--- src/hw/rtl/nxf_pkg.sv ---
// Shared types, constants and codes of the eight-tube formatter.
package nxf_pkg;

	localparam int TUBE_COUNT = 8;
	localparam int TUBE_W     = $clog2(TUBE_COUNT);

	// Symbol codes held in the per-tube cache.
	localparam logic [3:0] SYM_LEFT    = 4'd10;
	localparam logic [3:0] SYM_RIGHT   = 4'd11;
	localparam logic [3:0] SYM_EMPTY   = 4'd12;
	localparam logic [3:0] SYM_UNKNOWN = 4'd13;
	localparam logic [3:0] SYM_LAST_DIGIT = 4'd9;

	// Comma code that marks a comma as not fitted.
	localparam logic [4:0] NOT_FITTED = 5'd16;

	localparam int DIGIT_MAP_W = 40;
	localparam int COMMA_W     = 5;

	// Depth of the command queue between front and back.
	localparam int Q_DEPTH = 2;
	localparam int Q_PTR_W = (Q_DEPTH > 1) ? $clog2(Q_DEPTH) : 1;
	localparam int Q_CNT_W = $clog2(Q_DEPTH + 1);

	typedef enum logic [2:0] {
		CMD_TIME      = 3'd0,
		CMD_DATE      = 3'd1,
		CMD_LOCATION  = 3'd2,
		CMD_WR_SYMBOL = 3'd3,
		CMD_WR_DIGIT  = 3'd4,
		CMD_TUBE_OFF  = 3'd5,
		CMD_ALL_OFF   = 3'd6,
		CMD_NONE      = 3'd7
	} cmd_t;

	typedef enum logic [1:0] {
		REG_DIGIT_MAP   = 2'd0,
		REG_LEFT_COMMA  = 2'd1,
		REG_RIGHT_COMMA = 2'd2
	} cfg_reg_t;

	// Hemisphere codes.
	localparam logic [1:0] HEMI_UNKNOWN = 2'd0;
	localparam logic [1:0] HEMI_FIRST   = 2'd1;
	localparam logic [1:0] HEMI_SECOND  = 2'd2;

	// Configuration as seen by front and back.
	typedef struct packed {
		logic [DIGIT_MAP_W-1:0] digit_map;
		logic [COMMA_W-1:0]     left_comma_code;
		logic [COMMA_W-1:0]     right_comma_code;
	} cfg_t;

	// Input item as packed in s_tdata, last field in the lowest bits.
	typedef struct packed {
		logic              pad;
		logic [2:0]        tube_select;
		logic [7:0]        number;
		logic [3:0]        symbol;
		logic [1:0]        west_east;
		logic [1:0]        north_south;
		logic signed [8:0] longitude_deg;
		logic signed [7:0] latitude_deg;
		logic [7:0]        second_or_year;
		logic [7:0]        minute_or_month;
		logic [7:0]        hour_or_day;
		logic [2:0]        cmd;
	} in_item_t;

	// Compare records strobe only changed tubes, highest first; force
	// records strobe every selected tube, lowest first.
	typedef enum logic {
		REC_COMPARE = 1'b0,
		REC_FORCE   = 1'b1
	} rec_kind_t;

	typedef struct packed {
		rec_kind_t                       kind;
		logic [TUBE_COUNT-1:0]           sel;
		logic [TUBE_COUNT-1:0][3:0]      sym;
	} rec_t;

	function automatic logic left_fitted(input cfg_t c);
		return c.left_comma_code < NOT_FITTED;
	endfunction

	function automatic logic right_fitted(input cfg_t c);
		return c.right_comma_code < NOT_FITTED;
	endfunction

endpackage

--- src/hw/rtl/nxf_front.sv ---
// Front end: takes commands, formats them into per-tube symbol records.
module nxf_front
	import nxf_pkg::*;
(
	input  logic     clk,
	input  logic     arst_n,
	input  cfg_t     cfg,
	input  logic     s_tvalid,
	output logic     s_tready,
	input  in_item_t item,
	input  logic     q_full,
	output logic     q_push,
	output rec_t     q_rec
);

	typedef struct packed {
		logic [3:0] h;
		logic [3:0] t;
		logic [3:0] o;
	} dec_t;

	// Decimal digits of an 8-bit value: divide by ten with a reciprocal
	// multiply, then split the quotient by compares.
	function automatic dec_t dec3(input logic [7:0] v);
		logic [15:0] p;
		logic [4:0]  q;
		logic [7:0]  rem;
		logic [4:0]  tq;
		dec_t        d;
		p     = 16'(v) * 16'd205;
		q     = p[15:11];
		rem   = v - 8'(q) * 8'd10;
		d.o   = rem[3:0];
		d.h   = (q >= 5'd20) ? 4'd2 : ((q >= 5'd10) ? 4'd1 : 4'd0);
		tq    = q - 5'(d.h) * 5'd10;
		d.t   = tq[3:0];
		return d;
	endfunction

	in_item_t held_q;
	logic     held_vld_q;
	logic     consume;

	cmd_t       cmd;
	logic       lf, rf;
	logic [3:0] err_sym, sep, ns_mark, we_mark, wr_sym;
	logic       err;
	dec_t       da, db, dc, dlat, dlon, dnum;
	logic [TUBE_COUNT-1:0][3:0] s;
	logic [TUBE_COUNT-1:0]      onehot;

	// Holding register for one accepted transaction.
	always_ff @(posedge clk or negedge arst_n) begin
		if (!arst_n) begin
			held_vld_q <= 1'b0;
		end else if (s_tvalid && s_tready) begin
			held_vld_q <= 1'b1;
		end else if (consume) begin
			held_vld_q <= 1'b0;
		end
	end

	always_ff @(posedge clk) begin
		if (s_tvalid && s_tready) begin
			held_q <= item;
		end
	end

	assign cmd      = cmd_t'(held_q.cmd);
	assign consume  = held_vld_q && ((cmd == CMD_NONE) || !q_full);
	assign s_tready = !held_vld_q || consume;
	assign q_push   = held_vld_q && (cmd != CMD_NONE) && !q_full;

	// Formatting of the held command into eight symbols.
	always_comb begin
		lf      = left_fitted(cfg);
		rf      = right_fitted(cfg);
		err_sym = rf ? SYM_RIGHT : (lf ? SYM_LEFT : SYM_EMPTY);
		da      = dec3(held_q.hour_or_day);
		db      = dec3(held_q.minute_or_month);
		dc      = dec3(held_q.second_or_year);
		dlat    = dec3(held_q.latitude_deg[7:0]);
		dlon    = dec3(held_q.longitude_deg[7:0]);
		dnum    = dec3(held_q.number);

		// The time separator follows second parity.
		if (!held_q.second_or_year[0]) begin
			sep = lf ? SYM_LEFT : SYM_EMPTY;
		end else begin
			sep = rf ? SYM_RIGHT : SYM_EMPTY;
		end
		if (cmd == CMD_DATE) begin
			sep = err_sym;
		end

		ns_mark = SYM_EMPTY;
		if (held_q.north_south == HEMI_FIRST) begin
			ns_mark = rf ? SYM_RIGHT : SYM_EMPTY;
		end else if (held_q.north_south == HEMI_SECOND) begin
			ns_mark = lf ? SYM_LEFT : SYM_EMPTY;
		end
		we_mark = SYM_EMPTY;
		if (held_q.west_east == HEMI_FIRST) begin
			we_mark = rf ? SYM_RIGHT : SYM_EMPTY;
		end else if (held_q.west_east == HEMI_SECOND) begin
			we_mark = lf ? SYM_LEFT : SYM_EMPTY;
		end

		unique case (cmd)
			CMD_TIME: err = (held_q.hour_or_day > 8'd24) || (held_q.minute_or_month > 8'd60)
				|| (held_q.second_or_year > 8'd60);
			CMD_DATE: err = (held_q.hour_or_day > 8'd31) || (held_q.minute_or_month > 8'd12)
				|| (held_q.second_or_year > 8'd99);
			CMD_LOCATION: err = held_q.latitude_deg[7] || held_q.longitude_deg[8]
				|| (held_q.north_south == HEMI_UNKNOWN) || (held_q.west_east == HEMI_UNKNOWN);
			default: err = 1'b0;
		endcase

		// s[i] is the symbol shown on tube 7 - i.
		if (err) begin
			for (int i = 0; i < TUBE_COUNT; i++) begin
				s[i] = err_sym;
			end
		end else if (cmd == CMD_LOCATION) begin
			s[0] = dlat.t;
			s[1] = dlat.o;
			s[2] = ns_mark;
			s[3] = SYM_EMPTY;
			s[4] = dlon.h;
			s[5] = dlon.t;
			s[6] = dlon.o;
			s[7] = we_mark;
		end else begin
			s[0] = da.t;
			s[1] = da.o;
			s[2] = sep;
			s[3] = db.t;
			s[4] = db.o;
			s[5] = sep;
			s[6] = dc.t;
			s[7] = dc.o;
		end

		wr_sym = (held_q.symbol > SYM_EMPTY) ? SYM_EMPTY : held_q.symbol;
		onehot = '0;
		onehot[held_q.tube_select] = 1'b1;

		// Build the queue record.
		q_rec.kind = REC_COMPARE;
		q_rec.sel  = '1;
		for (int i = 0; i < TUBE_COUNT; i++) begin
			q_rec.sym[TUBE_COUNT-1-i] = s[i];
		end
		unique case (cmd)
			CMD_WR_SYMBOL: begin
				q_rec.sel = onehot;
				q_rec.sym = {TUBE_COUNT{wr_sym}};
			end
			CMD_WR_DIGIT: begin
				q_rec.kind = REC_FORCE;
				q_rec.sel  = onehot;
				q_rec.sym  = {TUBE_COUNT{dnum.o}};
			end
			CMD_TUBE_OFF: begin
				q_rec.kind = REC_FORCE;
				q_rec.sel  = onehot;
				q_rec.sym  = {TUBE_COUNT{SYM_EMPTY}};
			end
			CMD_ALL_OFF: begin
				q_rec.kind = REC_FORCE;
				q_rec.sym  = {TUBE_COUNT{SYM_EMPTY}};
			end
			default: begin
			end
		endcase
	end

endmodule

--- src/hw/rtl/nxf_queue.sv ---
// Short command queue between the front end and the strobe engine.
module nxf_queue
	import nxf_pkg::*;
(
	input  logic clk,
	input  logic arst_n,
	input  logic push,
	input  rec_t push_rec,
	input  logic pop,
	output rec_t pop_rec,
	output logic full,
	output logic empty
);

	rec_t               mem_q [Q_DEPTH];
	logic [Q_PTR_W-1:0] wr_ptr_q, rd_ptr_q;
	logic [Q_CNT_W-1:0] cnt_q;

	function automatic logic [Q_PTR_W-1:0] next_ptr(input logic [Q_PTR_W-1:0] p);
		return (p == Q_PTR_W'(Q_DEPTH - 1)) ? '0 : p + 1'b1;
	endfunction

	assign full    = (cnt_q == Q_CNT_W'(Q_DEPTH));
	assign empty   = (cnt_q == '0);
	assign pop_rec = mem_q[rd_ptr_q];

	// Pointers and fill count.
	always_ff @(posedge clk or negedge arst_n) begin
		if (!arst_n) begin
			wr_ptr_q <= '0;
			rd_ptr_q <= '0;
			cnt_q    <= '0;
		end else begin
			if (push) begin
				wr_ptr_q <= next_ptr(wr_ptr_q);
			end
			if (pop) begin
				rd_ptr_q <= next_ptr(rd_ptr_q);
			end
			if (push && !pop) begin
				cnt_q <= cnt_q + 1'b1;
			end else if (pop && !push) begin
				cnt_q <= cnt_q - 1'b1;
			end
		end
	end

	// Entry storage.
	always_ff @(posedge clk) begin
		if (push) begin
			mem_q[wr_ptr_q] <= push_rec;
		end
	end

endmodule

--- src/hw/rtl/nxf_back.sv ---
// Strobe engine: walks a record's tubes, keeps the symbol cache, emits strobes.
module nxf_back
	import nxf_pkg::*;
(
	input  logic       clk,
	input  logic       arst_n,
	input  cfg_t       cfg,
	input  logic       q_empty,
	input  rec_t       q_rec,
	output logic       q_pop,
	output logic       m_tvalid,
	input  logic       m_tready,
	output logic [7:0] m_tdata,
	output logic       m_tlast
);

	logic [3:0]            cache_q [TUBE_COUNT];
	logic                  active_q;
	rec_kind_t             kind_q;
	logic [TUBE_COUNT-1:0] mask_q;
	logic [TUBE_COUNT-1:0][3:0] sym_q;
	logic [3:0]            off_q;

	logic                  m_vld_q;
	logic [TUBE_W-1:0]     addr_q;
	logic [3:0]            code_q;
	logic                  last_q;

	logic [TUBE_COUNT-1:0] load_mask, rest_mask;
	logic [TUBE_W-1:0]     hi_idx, lo_idx, pick;
	logic                  emit;
	logic [15:0]           used;
	logic [3:0]            off_d;
	logic [3:0]            pick_sym, code_d;

	// Off code: highest code used by no digit and no fitted comma.
	always_comb begin
		used = '0;
		for (int i = 0; i < 10; i++) begin
			used[cfg.digit_map[4*i +: 4]] = 1'b1;
		end
		if (left_fitted(cfg)) begin
			used[cfg.left_comma_code[3:0]] = 1'b1;
		end
		if (right_fitted(cfg)) begin
			used[cfg.right_comma_code[3:0]] = 1'b1;
		end
		off_d = 4'd15;
		for (int i = 0; i < 16; i++) begin
			if (!used[i]) begin
				off_d = 4'(i);
			end
		end
	end

	// Tube selection for the next strobe.
	always_comb begin
		hi_idx = '0;
		for (int i = 0; i < TUBE_COUNT; i++) begin
			if (mask_q[i]) begin
				hi_idx = TUBE_W'(i);
			end
		end
		lo_idx = '0;
		for (int i = TUBE_COUNT - 1; i >= 0; i--) begin
			if (mask_q[i]) begin
				lo_idx = TUBE_W'(i);
			end
		end
		pick      = (kind_q == REC_FORCE) ? lo_idx : hi_idx;
		rest_mask = mask_q;
		rest_mask[pick] = 1'b0;
		pick_sym  = sym_q[pick];

		if (pick_sym <= SYM_LAST_DIGIT) begin
			code_d = cfg.digit_map[{pick_sym, 2'b00} +: 4];
		end else if ((pick_sym == SYM_LEFT) && left_fitted(cfg)) begin
			code_d = cfg.left_comma_code[3:0];
		end else if ((pick_sym == SYM_RIGHT) && right_fitted(cfg)) begin
			code_d = cfg.right_comma_code[3:0];
		end else begin
			code_d = off_q;
		end

		// Tubes to strobe for a newly loaded record.
		for (int t = 0; t < TUBE_COUNT; t++) begin
			load_mask[t] = q_rec.sel[t]
				&& ((q_rec.kind == REC_FORCE) || (cache_q[t] != q_rec.sym[t]));
		end
	end

	assign q_pop = !active_q && !q_empty;
	assign emit  = active_q && (!m_vld_q || m_tready);

	// Record walker and symbol cache.
	always_ff @(posedge clk or negedge arst_n) begin
		if (!arst_n) begin
			active_q <= 1'b0;
			kind_q   <= REC_COMPARE;
			mask_q   <= '0;
			off_q    <= 4'd15;
			for (int t = 0; t < TUBE_COUNT; t++) begin
				cache_q[t] <= SYM_UNKNOWN;
			end
		end else begin
			off_q <= off_d;
			if (q_pop) begin
				active_q <= (load_mask != '0);
				kind_q   <= q_rec.kind;
				mask_q   <= load_mask;
			end else if (emit) begin
				mask_q         <= rest_mask;
				cache_q[pick]  <= pick_sym;
				if (rest_mask == '0) begin
					active_q <= 1'b0;
				end
			end
		end
	end

	always_ff @(posedge clk) begin
		if (q_pop) begin
			sym_q <= q_rec.sym;
		end
	end

	// Output register.
	always_ff @(posedge clk or negedge arst_n) begin
		if (!arst_n) begin
			m_vld_q <= 1'b0;
		end else if (emit) begin
			m_vld_q <= 1'b1;
		end else if (m_tready) begin
			m_vld_q <= 1'b0;
		end
	end

	always_ff @(posedge clk) begin
		if (emit) begin
			addr_q <= pick;
			code_q <= code_d;
			last_q <= (rest_mask == '0);
		end
	end

	assign m_tvalid = m_vld_q;
	assign m_tdata  = {1'b0, code_q, addr_q};
	assign m_tlast  = last_q;

endmodule

--- src/hw/rtl/nixie_eight_tube_formatter.sv ---
// Top level of the eight-tube Nixie formatter.
// Each command transaction on the slave stream is held and formatted by the
// front end and queued; the strobe engine loads a command and then emits one
// master-stream transaction per tube latch strobe, one strobe per cycle while
// m_tready does not stall the output. Format commands strobe tube 7 first and
// skip unchanged tubes; all-off strobes tubes 0 to 7. tlast marks a command's
// final strobe. Configuration must be written only while the block is idle;
// the block itself does not enforce this.
module nixie_eight_tube_formatter
	import nxf_pkg::*;
(
	input  logic        clk,
	input  logic        arst_n,
	// Configuration write port.
	input  logic        cfg_wr_en,
	input  logic [1:0]  cfg_addr,
	input  logic [39:0] cfg_wr_data,
	// Command stream.
	input  logic        s_tvalid,
	output logic        s_tready,
	// cmd[2:0], hour_or_day[10:3], minute_or_month[18:11], second_or_year[26:19],
	// latitude_deg[34:27], longitude_deg[43:35], north_south[45:44],
	// west_east[47:46], symbol[51:48], number[59:52], tube_select[62:60]
	input  logic [63:0] s_tdata,
	// Strobe stream.
	output logic        m_tvalid,
	input  logic        m_tready,
	// tube_addr[2:0], cathode_code[6:3]
	output logic [7:0]  m_tdata,
	output logic        m_tlast
);

	cfg_t cfg_q;
	logic q_full, q_empty, q_push, q_pop;
	rec_t push_rec, pop_rec;

	// Configuration registers.
	always_ff @(posedge clk or negedge arst_n) begin
		if (!arst_n) begin
			cfg_q.digit_map        <= '0;
			cfg_q.left_comma_code  <= NOT_FITTED;
			cfg_q.right_comma_code <= NOT_FITTED;
		end else if (cfg_wr_en) begin
			unique case (cfg_reg_t'(cfg_addr))
				REG_DIGIT_MAP:   cfg_q.digit_map        <= cfg_wr_data;
				REG_LEFT_COMMA:  cfg_q.left_comma_code  <= cfg_wr_data[COMMA_W-1:0];
				REG_RIGHT_COMMA: cfg_q.right_comma_code <= cfg_wr_data[COMMA_W-1:0];
				default: begin
				end
			endcase
		end
	end

	nxf_front u_front (
		.clk      (clk),
		.arst_n   (arst_n),
		.cfg      (cfg_q),
		.s_tvalid (s_tvalid),
		.s_tready (s_tready),
		.item     (in_item_t'(s_tdata)),
		.q_full   (q_full),
		.q_push   (q_push),
		.q_rec    (push_rec)
	);

	nxf_queue u_queue (
		.clk      (clk),
		.arst_n   (arst_n),
		.push     (q_push),
		.push_rec (push_rec),
		.pop      (q_pop),
		.pop_rec  (pop_rec),
		.full     (q_full),
		.empty    (q_empty)
	);

	nxf_back u_back (
		.clk      (clk),
		.arst_n   (arst_n),
		.cfg      (cfg_q),
		.q_empty  (q_empty),
		.q_rec    (pop_rec),
		.q_pop    (q_pop),
		.m_tvalid (m_tvalid),
		.m_tready (m_tready),
		.m_tdata  (m_tdata),
		.m_tlast  (m_tlast)
	);

endmodule

--- config.mk ---
export PLATFORM = sky130hd
export DESIGN_NAME = nixie_eight_tube_formatter
export DESIGN_NICKNAME = d
export VERILOG_FILES = /design/src/hw/rtl/nxf_pkg.sv /design/src/hw/rtl/nxf_front.sv /design/src/hw/rtl/nxf_queue.sv /design/src/hw/rtl/nxf_back.sv /design/src/hw/rtl/nixie_eight_tube_formatter.sv
export SDC_FILE = /design/constraint.sdc
export NUM_CORES = 1
export LEC_CHECK = 0
export ABC_AREA = 1
export BUFFER_PORTS_ARGS = -buffer_cell sky130_fd_sc_hd__buf_2
export CAP_MARGIN = 20
export CORE_UTILIZATION = 55
export DETAILED_ROUTE_END_ITERATION = 6
export PLACE_DENSITY = 0.77
export SLEW_MARGIN = 20
export SYNTH_ARGS = -nofsm -noshare
export SYNTH_HDL_FRONTEND = slang
export SYNTH_SLANG_ARGS = --single-unit
--- constraint.sdc ---
create_clock -name clk -period 5.55 [get_ports clk]
set_input_delay 0 -clock clk [delete_from_list [all_inputs] [get_ports clk]]
set_output_delay 0 -clock clk [all_outputs]
set_load 0.01 [all_outputs]
==> results of run 1 <==
[path summary, 6_finish.rpt]
kind	from	end	slack, ns	cells after the start
hold reg to reg	u_back.cache_q[26]	u_back.cache_q[26]	0.50	2
min in group clk	s_tdata[28]	u_front.held_q[28]	0.14	2
hold / removal	arst_n	u_back.cache_q[3]	0.08	2
max in group asynchronous	arst_n	u_back.kind_q	4.40	3
setup / recovery	u_front.held_q[54]	u_queue.mem_q[1][6]	0.14	21
setup reg to reg	u_front.held_q[54]	u_queue.mem_q[1][6]	0.14	21
[per-layer routing]
layer  GRT usage, %  vias up
met5              0        -
met2           51.3      726
met1           39.4     9052
met4           10.8        0
met3           3.79      139
li1               -     9306
[layout by cell type (no fill, tap or decap), drive strengths merged, types with 3 or more instances in the layout]
cell         count
o211ai          11
o2111ai         14
mux2             7
ha             274
buf            151
o21ai          123
a221oi           3
dfrtp           72
nand2          675
bufinv           3
nor4             4
dlygate4sd3    113
a21o            12
a2111oi          3
dfstp           30
o22ai           14
o221ai          11
xnor2           19
a211oi          11
nand3b           5
fa              73
and2             6
inv            467
edfxtp         185
nor3            21
or2              8
xor2            41
o21bai          10
clkbuf          41
a31oi           10
o21a             4
nand4           53
a21oi           94
nor2           216
nand3          138
clkinv          15
[area by class of cell]
| class | count | area share, % |
|---|---|---|
| Sequential cell | 287 | 31.3 |
| Clock buffer | 41 | 3.44 |
| Timing Repair Buffer | 264 | 7.58 |
| Tap cell | 525 | 2.52 |
| Multi-Input combinational cell | 1877 | 47.6 |
| Clock inverter | 21 | 0.860 |
| Inverter | 466 | 6.72 |
[repair_timing]
item	4_1_cts	5_1_grt
resized for setup	0	24
hold buffers	113	0
hold endpoints to repair	142	0
endpoints found under the setup margin	0	30
setup buffers	0	14
[sequential cells by signal (all words and copies together), names as in the netlist, 2 cells and up]
name and count:
u_front.held_q 60, u_back.code_q 4, u_queue.cnt_q 2, u_back.addr_q 3, cfg_q 50, u_back.cache_q 32, u_back.off_q 4, u_front.cmd 3
u_back.sym_q 32, u_queue.mem_q 82, u_back.mask_q 8
[cell families after synthesis]
family                     Yosys count  share of synthesized area, %
xor gates and xnor gates            60                          2.35
muxes                                7                         0.353
adders and majority gates          347                          21.9
AOI/OAI and AO/OA                  334                          9.00
buffers and inverters              501                          8.61
other                                1                        0.0168
DFF                                287                          36.5
and+or+nand+nor                   1128                          21.3
[power by group]
group	switching, mW	internal [mW]	leakage [nW]
clock	0.964	1.31	0.546
sequential	0.391	3.32	2.89
combinational	7.47	3.97	9.51
[per-stage QoR]
| stage | total power [mW] | cell area [sq um] | setup TNS, ns | hold WS [ns] | util (%) |
|---|---|---|---|---|---|
| 2_1_floorplan | 11.8 | 22300 | 0 | -0.296 | - |
| 3_3_place_gp | 14.1 | 23600 | 0 | -0.0702 | 59.0 |
| 3_5_place_dp | 14.6 | 23600 | 0 | -0.0656 | 59.0 |
| 4_1_cts | 17.1 | 25800 | 0 | 0.0693 | 64.7 |
| 5_1_grt | 19.0 | 26000 | -1.77 | 0.112 | 65.3 |
| 6_report | 17.4 | 26000 | 0 | 0.0819 | 65.3 |
==> results_dict.tcl, run 1 <==
set metrics [dict create \
    io_pins 122 \
    fmax_mhz 185 \
    status "completed" \
    async_flop_share_pct 35.5 \
    drive_above_1_share_pct 10.4 \
    cp-start-kind "flip-flop" \
    critPathTopFamily "adder cells" \
    grt_max_degree 77 \
    worst-endpoint-required_ns 5.80 \
    worst_ep_arrival_time_ns 5.66 \
    die_w_um 203 \
    syn_area_sq_um 22300 \
    cp_common_cell "inv_1" \
    worstHoldPathType "in2async" \
    htree_num_levels 2 \
    multi_input_area_sq_um 12400 \
    antenna_found_initial 0 \
    drv_slew 0 \
    vias 19200 \
    irDropWorstVdd_v 0.000348 \
    ys_ff_latch 287 \
    yosys.cell_count.top_type "nand2_1" \
    top_layer "met4" \
    synth_top_area_share_pct 24.9 \
    clock_skew_ns 0.0130 \
    maxSlewHeadroom_pct 41.3 \
    chipHeight_um 203 \
    synthFlopType "edfxtp_1" \
    routed-wl-met3_mm 4.00 \
    overflow 0 \
    clkTransAtPathRegs_ns 0.06 \
    synth_edf_count 185 \
    core_sq_um 39900 \
    drtIter0Drc 1591 \
    drv_cap 0 \
    dr.pass1.iters 5 \
    via_per_inst 5.52 \
    cts_made_buffers 34 \
    nets 3388 \
    nFillCells 3207 \
    cts.sinks 287 \
    hold_viol_final 0 \
    area_delta_synth_final_pct 16.7 \
    grt_pass1_vias 19100 \
    cp.buffers_inverters 5 \
    clk_path_buf_depth 3 \
    cts_tree "built" \
    fp.dieArea_sq_um 41400 \
    criticalPathCategory "reg2reg" \
    setup_slack_ns 0.141 \
    crit_chain "ha_1 > inv_1 > fa_1 > fa_1 > inv_1 > fa_1 > ha_1 > a21oi_1 > nor2_1 > nor2_1 > o31ai_1 > or2_2 > nand2_1 > inv_1 > ha_1 > fa_1 > inv_1 > a221oi_4 > inv_1 > nor2_4 > a31oi_1" \
    worst_slew_pin_slew_ns 0.877 \
    netlist_top_cells_area "edfxtp_1, ha_1, nand2_1, dfrtp_1, inv_1" \
    synthCells 2665 \
    path_max_fanout 4 \
    ys_seq_area_share_pct 36.5 \
    total_leakage_power_nw 12.9 \
    p_per_area_nw_per_um2 669 \
    dp_hpwl_mm 47.3 \
    yosys_warnings 0 \
    synth_top_area_cell "edfxtp_1" \
    drc 0 \
    postRouteAntennaNets 0 \
    syn_nets 3123 \
    crit_path_end_kind "flip-flop" \
    final-seq-area_sq_um 8150 \
    setup_violations 0 \
    post-place-ws_ns 0.0366 \
    synthTopCellsByCount "nand2_1, inv_1, ha_1" \
    grt_pass1_wl_mm 97.8 \
    cp_slowest_cell "fa_1" \
    yosysUniqueCellTypes 59 \
    start_util_pct 55.9 \
    met2WireLength_mm 29.7 \
    antennaDiodeCount 0 \
    grtUsageTotal_pct 30.1 \
    avgSynthCellArea_sq_um 8.37 \
    place_inst 3292 \
    layout.cells.non_filler 3481 \
    clk_latency_ns 0.56 \
    cpPeakStageDelay_ns 0.56 \
    num_rows 73 \
    root_buffer "clkbuf_16" \
    fin_crit_ns 5.41 \
    wl_met1_mm 26.5 \
    gp_congestion 0.991 \
    routed_wl_mm 62.2 \
    portBuffers 119 \
    wl_per_cell_um 17.9 \
    fin_crit_sh_pct 97.5 \
]
(Power assumes the default switching activity.)
==> inputs of run 2 (changes only) <==
PLACE_DENSITY = 0.8   (was 0.77)
clock period = 4.7 ns   (was 5.55 ns; I/O delays follow)
==> run 2 against run 1 <==
Effect of this change: via count rose by 5.8%; hold slack improved by 0.034 ns; final area rose by 8.4%; the run now ends with setup timing left.
==> results_dict.tcl, run 2 (synthesized netlist as in run 1, its figures left out) <==
set metrics [dict create \
    antennaDiodeCount 0 \
    grt_pass1_vias 20300 \
    violations "setup timing" \
    rsz0062_at_grt "true" \
    criticalPathCategory "reg2reg" \
    clk_path_buf_depth 3 \
    setup_slack_ns -0.419 \
    drv_cap 0 \
    clk_latency_ns 0.58 \
    clkTransAtPathRegs_ns 0.06 \
    fin_crit_ns 5.12 \
    chipHeight_um 203 \
    area_delta_synth_final_pct 26.5 \
    drive_above_1_share_pct 20.9 \
    fp.dieArea_sq_um 41400 \
    final_cell_mix "nand2_1, inv_1, ha_1" \
    num_rows 73 \
    hold_viol_final 0 \
    overflow 0 \
    routed-wl-met3_mm 4.99 \
    largest_reg_flops 82 \
    nFillCells 2905 \
    wl_per_cell_um 18.8 \
    start_util_pct 55.9 \
    grt_pass1_wl_mm 104 \
    layout.cells.non_filler 3623 \
    antenna_found_initial 0 \
    gp_congestion 1.02 \
    cts.sinks 287 \
    final-seq-area_sq_um 8150 \
    worstHoldPathType "in2async" \
    worst_slew_pin_slew_ns 0.976 \
    vias 20300 \
    postRouteAntennaNets 0 \
    worst_ep_arrival_time_ns 5.38 \
    worst-endpoint-required_ns 4.96 \
    root_buffer "clkbuf_16" \
    grt_max_degree 74 \
    drtIter0Drc 1880 \
    nets 3531 \
    drv_slew 0 \
    status "complete, but fails checks" \
    grtUsageTotal_pct 32.1 \
    io_pins 122 \
    setup_violations 32 \
    top_layer "met4" \
    dr.pass1.iters 6 \
    fmax_mhz 195 \
    crit_path_end_kind "flip-flop" \
    htree_num_levels 2 \
    cp_slowest_cell "fa_2" \
    cts_tree "built" \
    fin_crit_sh_pct 109 \
    dp_hpwl_mm 48.9 \
    place_inst 3413 \
    via_per_inst 5.61 \
    portBuffers 119 \
    multi_input_area_sq_um 13400 \
    die_w_um 203 \
    reg.largest.list "u_queue.mem_q (82), u_front.held_q (60), cfg_q (50)" \
    cp-start-kind "flip-flop" \
    routed_wl_mm 68.2 \
    maxSlewHeadroom_pct 34.3 \
    cts_made_buffers 34 \
    layout_commonest_cell "nand2_1" \
    drc 0 \
    core_sq_um 39900 \
    crit_chain "ha_1 > inv_1 > fa_1 > inv_1 > fa_1 > ha_1 > ha_1 > a21o_1 > nor2_2 > o31ai_4 > or2_4 > nand2_4 > inv_2 > ha_4 > fa_2 > inv_2 > a221oi_2 > inv_1 > nor2_4 > a31oi_1" \
    clock_skew_ns 0.0172 \
    largest-register "u_queue.mem_q" \
    met2WireLength_mm 33.2 \
    path_max_fanout 4 \
    wl_met1_mm 27.5 \
    cpPeakStageDelay_ns 0.55 \
]
[run 2: changes by cell type in the layout (fill, tap and decap cells not counted), moves of 33 or more]
cell     change
buf_4      +131
nand2_1     -39
inv_1       -42
ha_4        +39
inv_2       +40
ha_1        -46
nand2_2     +33
[run 2: routing by layer]
layer  track usage, %  vias up
met5                0        -
li1                 -     9585
met3             4.99      166
met2             54.6      828
met1             41.2     9750
met4             12.3        0
[run 2: cell type report]
type,instances,share of cell area (%)
clock buffers,39,3.12
clock inverters,22,1.10
inverters,466,6.22
repair buffers,407,11.1
well taps,525,2.33
flip-flops and latches,287,28.8
multi-input cells,1877,47.3
[run 2: critical path, delay by kind of cell, from the launching register on]
| kind | cells | cell delay [ns] |
|---|---|---|
| flip-flops | 1 | 0.49 |
| buffers and inverters | 5 | 0.34 |
| AND/OR/NAND/NOR | 4 | 0.66 |
| AO/OA/AOI/OAI | 4 | 0.66 |
| adder cells (fa/ha/maj) | 7 | 2.67 |
[run 2: repair_timing]
action	in CTS	in global routing
pin swaps	73	74
endpoints found under the setup margin	34	42
buffers inserted	21	16
gates resized for setup	98	111
hold buffers	111	0
endpoints found under the hold margin	168	0
[run 2: final timing paths]
| check | start | cells past startpoint | slack (ns) | endpoint |
|---|---|---|---|---|
| max in group asynchronous | arst_n | 3 | 3.57 | u_back.cache_q[27] |
| min in group clk | s_tdata[56] | 2 | 0.13 | u_front.held_q[56] |
| setup reg to reg | u_front.held_q[55] | 20 | -0.42 | u_queue.mem_q[0][6] |
| hold / removal | arst_n | 2 | 0.12 | u_back.cache_q[9] |
| hold reg to reg | u_back.cache_q[4] | 2 | 0.50 | u_back.cache_q[4] |
| setup / recovery | u_front.held_q[55] | 20 | -0.42 | u_queue.mem_q[0][6] |
[run 2: per-stage QoR]
step | hold WS [ns] | TNS [ns] | setup WS, ns | instance area [sq um] | util (%)
after floorplan | -0.296 | -0.698 | -0.105 | 22500 | -
after CTS | 0.114 | -4.34 | -0.279 | 27500 | 68.9
final | 0.116 | -8.97 | -0.419 | 28200 | 70.7
after detailed placement | 0.178 | -6.90 | -0.368 | 24700 | 61.8
after global routing | 0.142 | -14.04 | -0.552 | 28200 | 70.7
after global placement | 0.173 | -3.21 | -0.167 | 24700 | 61.8
Power of run 2 is left out: the tool's default activity adds up to more than one toggle a clock period on the data nets, which glitch-free logic cannot reach.
